<file path="src/hw/rtl/tpc_ram.sv">
// ----------------------------------------------------------------------------
// tpc_ram: generic simple dual-port RAM
// One write port and one read port with registered read data.
// ----------------------------------------------------------------------------
`default_nettype none

module tpc_ram #(
    parameter int unsigned WIDTH  = 8,
    parameter int unsigned DEPTH  = 16,
    parameter int unsigned ADDR_W = $clog2(DEPTH)
) (
    input  wire logic              aclk,
    input  wire logic              wr_en,
    input  wire logic [ADDR_W-1:0] wr_addr,
    input  wire logic [WIDTH-1:0]  wr_data,
    input  wire logic              rd_en,
    input  wire logic [ADDR_W-1:0] rd_addr,
    output logic      [WIDTH-1:0]  rd_data
);

    logic [WIDTH-1:0] mem [DEPTH];

    // Write port.
    always_ff @(posedge aclk) begin
        if (wr_en) begin
            mem[wr_addr] <= wr_data;
        end
    end

    // Registered read port; data holds while no read is issued.
    always_ff @(posedge aclk) begin
        if (rd_en) begin
            rd_data <= mem[rd_addr];
        end
    end

endmodule

`default_nettype wire

</file>
<file path="config.mk">
export PLATFORM = sky130hd
export DESIGN_NAME = tpc_ram
export DESIGN_NICKNAME = d
export VERILOG_FILES = /design/src/hw/rtl/tpc_ram.sv
export SDC_FILE = /design/constraint.sdc
export NUM_CORES = 1
export LEC_CHECK = 0
export BUFFER_PORTS_ARGS = -buffer_cell sky130_fd_sc_hd__clkbuf_2
export CAP_MARGIN = 20
export CORE_MARGIN = 2
export CORE_UTILIZATION = 54
export CTS_BUF_LIST = sky130_fd_sc_hd__clkbuf_16
export DETAILED_ROUTE_END_ITERATION = 7
export GPL_TIMING_DRIVEN = 0
export PLACE_DENSITY = 0.74
export RECOVER_POWER = 50
export SKIP_LAST_GASP = 1
export SLEW_MARGIN = 10
export SYNTH_ARGS = -nofsm -noshare
export SYNTH_HDL_FRONTEND = slang
export SYNTH_SLANG_ARGS = --single-unit
</file>
<file path="constraint.sdc">
create_clock -name aclk -period 2.9 [get_ports aclk]
set_input_delay 0.29 -clock aclk [delete_from_list [all_inputs] [get_ports aclk]]
set_output_delay 0.29 -clock aclk [all_outputs]
set_load 0.1 [all_outputs]
</file>
==> summary.txt <==
Die
  • Die boundary height: 102.4 µm
  • Die Width: 102.4 µm
  • Starting Density: 0.5604
  • Die footprint: 10480 µm²
  • Top Ports: 27
  • Placement row count: 35
  • Core box area: 9328 µm²

Synth
  • Cell count after synthesis: 229
  • Syn_area_per_cell: 22.83 µm²
  • Cell type contributing the most total cell area after synthesis: sky130_fd_sc_hd__edfxtp_1
  • Synth top area share: 0.7812
  • Post-synthesis register bit count: 136
  • Post-synthesis instance area: 5228 µm²
  • Number of distinct library cells after synthesis: 18
  • Cell with the most instances after synthesis: sky130_fd_sc_hd__edfxtp_1
  • Yosys synthesis warning count: 0
  • Top cells by area, synth: sky130_fd_sc_hd__edfxtp_1 (78%), sky130_fd_sc_hd__mux4_2 (7.8%), sky130_fd_sc_hd__mux4_1 (7.0%), sky130_fd_sc_hd__a22oi_1 (2.3%), sky130_fd_sc_hd__nor2_1 (0.93%)
  • Cell types with the highest counts after synthesis: sky130_fd_sc_hd__edfxtp_1 (136), sky130_fd_sc_hd__mux4_2 (18), sky130_fd_sc_hd__a22oi_1 (16)
  • Number of flops mapped to enable cells by yosys: 136
  • Share of the yosys chip area belonging to registers: 0.7812
  • Most instantiated flip-flop cell in the synthesis netlist: sky130_fd_sc_hd__edfxtp_1
  • Fraction of registers with async set/reset: 0
  • Net count after synthesis: 248

Clock network
  • Clk Latency, worst-skew pair: 0.41 ns
  • Quantity of gates resized following cts: 0
  • Hold Buf Count CTS: 0
  • Number of levels the H-tree was split into: 4
  • CTS sink cnt: 136
  • Maximum root-to-sink buffer count: 2
  • Post-CTS clock slew at the launch and capture registers of the worst setup and hold paths: 0.05 ns
  • Post-CTS Setup Bufs: 0
  • Number of buffers created by CTS: 17
  • CTS root buffer: sky130_fd_sc_hd__clkbuf_16
  • CTS tree: yes

Timing
  • Post-route fraction of the period consumed by the critical path: 0.5405
  • Worst slew margin: 0.4761
  • Highest Clock Rate: 638.0 MHz
  • Number of failing hold endpoints at the final stage: 0
  • Worst Tran Pin Value: 0.7829 ns
  • Final setup TNS: 0 ns
  • Number of slew-limit violations in the final report: 0
  • # setup viols final: 0
  • Smallest hold slack: 0.3041 ns
  • Post-route minimum period: 1.568 ns
  • Setup repair after global routing missed its margin: false
  • Setup Skew: 0.002925 ns

Setup path
  • Largest fanout on the critical path: 5
  • Endpoint type of the worst setup path: flop
  • Category of the most critical setup path: in2reg
  • Terminus of the critical flop-to-flop path: rd_data[0]
  • CP endpoint: mem[0][4]
  • Reg2Reg Depth: 3
  • Crit path launch: wr_addr[2]
  • Setup slack, reg-to-reg: 1.33 ns
  • Arrival time of data at the critical path endpoint: 1.68 ns
  • Setup crit start kind: primary input
  • Required arrival time at the worst endpoint: 3.01 ns
  • Worst flop-to-flop path startpoint: mem[5][0]

Global route
  • Pin count of the biggest net entering global routing: 17
  • Wire length of the first global-routing pass: 14690 µm
  • Number of antenna violations at the first check in global routing: 0
  • Via count of the first global-routing pass: 2498
  • Gr usage total: 0.2080
  • Remaining global-route overflow: 0

Drt
  • Number of routed nets with antenna violations: 0
  • Post-Route WL: 9574 µm
  • Post-route DRC violation count: 0
  • Routed vias: 2442
  • Pre-antenna DRT Iters: 4
  • Average via count per standard cell: 5.842
  • Per-cell routed wire length: 22.90 µm
  • Number of DRC markers after the initial detailed-route iteration: 272

Power and ir drop
  • VDD IR-drop max: 0.0004950 V
  • P_leak: 2.021 nW
  • Power density relative to cell area: 736.4 nW/µm²

Layout
  • Total of fill cells in the finished design: 618
  • Area growth from synthesis to layout: 16.11%
  • Number of diodes added for antenna fixing: 0
  • Share of final-layout standard cells stronger than drive strength 1: 0.2526
  • Final nets: 296

Status
  • Outcome: finished clean

Placement
  • Routability congestion estimate: 0.7121
  • Number of port buffers: 25
  • Detailed placement HPWL: 6126 µm

Min path
  • Hold/Removal Path Class: in2reg

Job
  • Max-cap violation count: 0
-- area by class of cell --
type                            instances  area (µm²)  area share
Buffer                                 10       86.33     0.01422
Clock buffer                           17       425.4     0.07009
Clock inverter                         14       117.6     0.01938
Multi-Input combinational cell         83        1057      0.1742
Sequential cell                       136        4084      0.6729
Tap cell                              129       161.4     0.02659
Timing Repair Buffer                   29       137.6     0.02268
-- state kept, by name, indices dropped and copies added, names as in the netlist --
| register | flops |
|---|---|
| mem | 128 |
| rd_data | 8 |
-- cell families (layout without fill, tap and decap cells) --
family,after synthesis,count (layout),share of synthesized area
DFF,136,136,0.7812
and+or+nand+nor,35,35,0.03136
muxes,32,32,0.1479
AOI/OAI and AO/OA,16,16,0.02298
buffers and inverters,10,70,0.01651
-- through the flow --
| step | std cells | total power [mW] | worst slack [ns] | instance area, µm² | utilization |
|---|---|---|---|---|---|
| 4_1_cts | 418 | 4.486 | 1.308 | 6082 | 0.6520 |
| 3_5_place_dp | 387 | 2.540 | 0.9155 | 5539 | 0.5938 |
| 2_1_floorplan | 229 | 2.446 | 1.117 | 5228 | - |
| 5_1_grt | 418 | 4.591 | 1.255 | 6070 | 0.6507 |
| 3_3_place_gp | 383 | 2.530 | 0.5659 | 5514 | 0.5911 |
| 6_report | 418 | 4.470 | 1.332 | 6070 | 0.6507 |
-- worst max-delay path, stage by stage --
cell	delay, ns
sky130_fd_sc_hd__clkbuf_2	0.11
sky130_fd_sc_hd__or3b_2	0.53
sky130_fd_sc_hd__nor3_1	0.45
sky130_fd_sc_hd__buf_2	0.29
-- cell usage in the layout, fill, tap and decap left out, types with 3 or more instances in the layout --
cell,n
sky130_fd_sc_hd__buf_6,3
sky130_fd_sc_hd__buf_4,3
sky130_fd_sc_hd__clkinv_1,4
sky130_fd_sc_hd__nor3_1,4
sky130_fd_sc_hd__nor2_1,13
sky130_fd_sc_hd__mux4_2,18
sky130_fd_sc_hd__a22oi_1,16
sky130_fd_sc_hd__clkdlybuf4s25_2,3
sky130_fd_sc_hd__edfxtp_1,136
sky130_fd_sc_hd__buf_2,5
sky130_fd_sc_hd__clkbuf_2,15
sky130_fd_sc_hd__clkbuf_1,10
sky130_fd_sc_hd__clkinv_2,4
sky130_fd_sc_hd__nand2_1,9
sky130_fd_sc_hd__mux4_1,14
sky130_fd_sc_hd__clkbuf_16,17
-- per-layer routing --
layer	wire (µm)	share of wire	track usage	up-vias
met5	0	0	0	-
met4	233	0.024	0.09641	0
met3	532	0.056	0.04788	19
met2	4730	0.49	0.3148	78
met1	4077	0.43	0.2935	1263
li1	-	-	-	1082
-- worst min-delay path by stage --
stage / depth (start not counted) / slack [ns] / from / end
global placement: 1 / 0.64 / rd_en / rd_data[3]
floorplan: 0 / 0.39 / wr_data[0] / mem[0][0]
CTS: 1 / 0.23 / rd_en / rd_data[0]
finish: 1 / 0.30 / rd_en / rd_data[5]
global route: 1 / 0.32 / rd_en / rd_data[0]
detailed placement: 1 / 0.65 / rd_en / rd_data[0]
-- where the power goes --
| group | switching (mW) | internal [mW] | leakage (nW) |
|---|---|---|---|
| combinational | 0.187 | 0.0835 | 0.514 |
| sequential | 0.00978 | 2.22 | 1.24 |
| clock | 0.741 | 1.23 | 0.271 |
| total | 0.938 | 3.53 | 2.02 |
(Power assumes the default switching activity.)
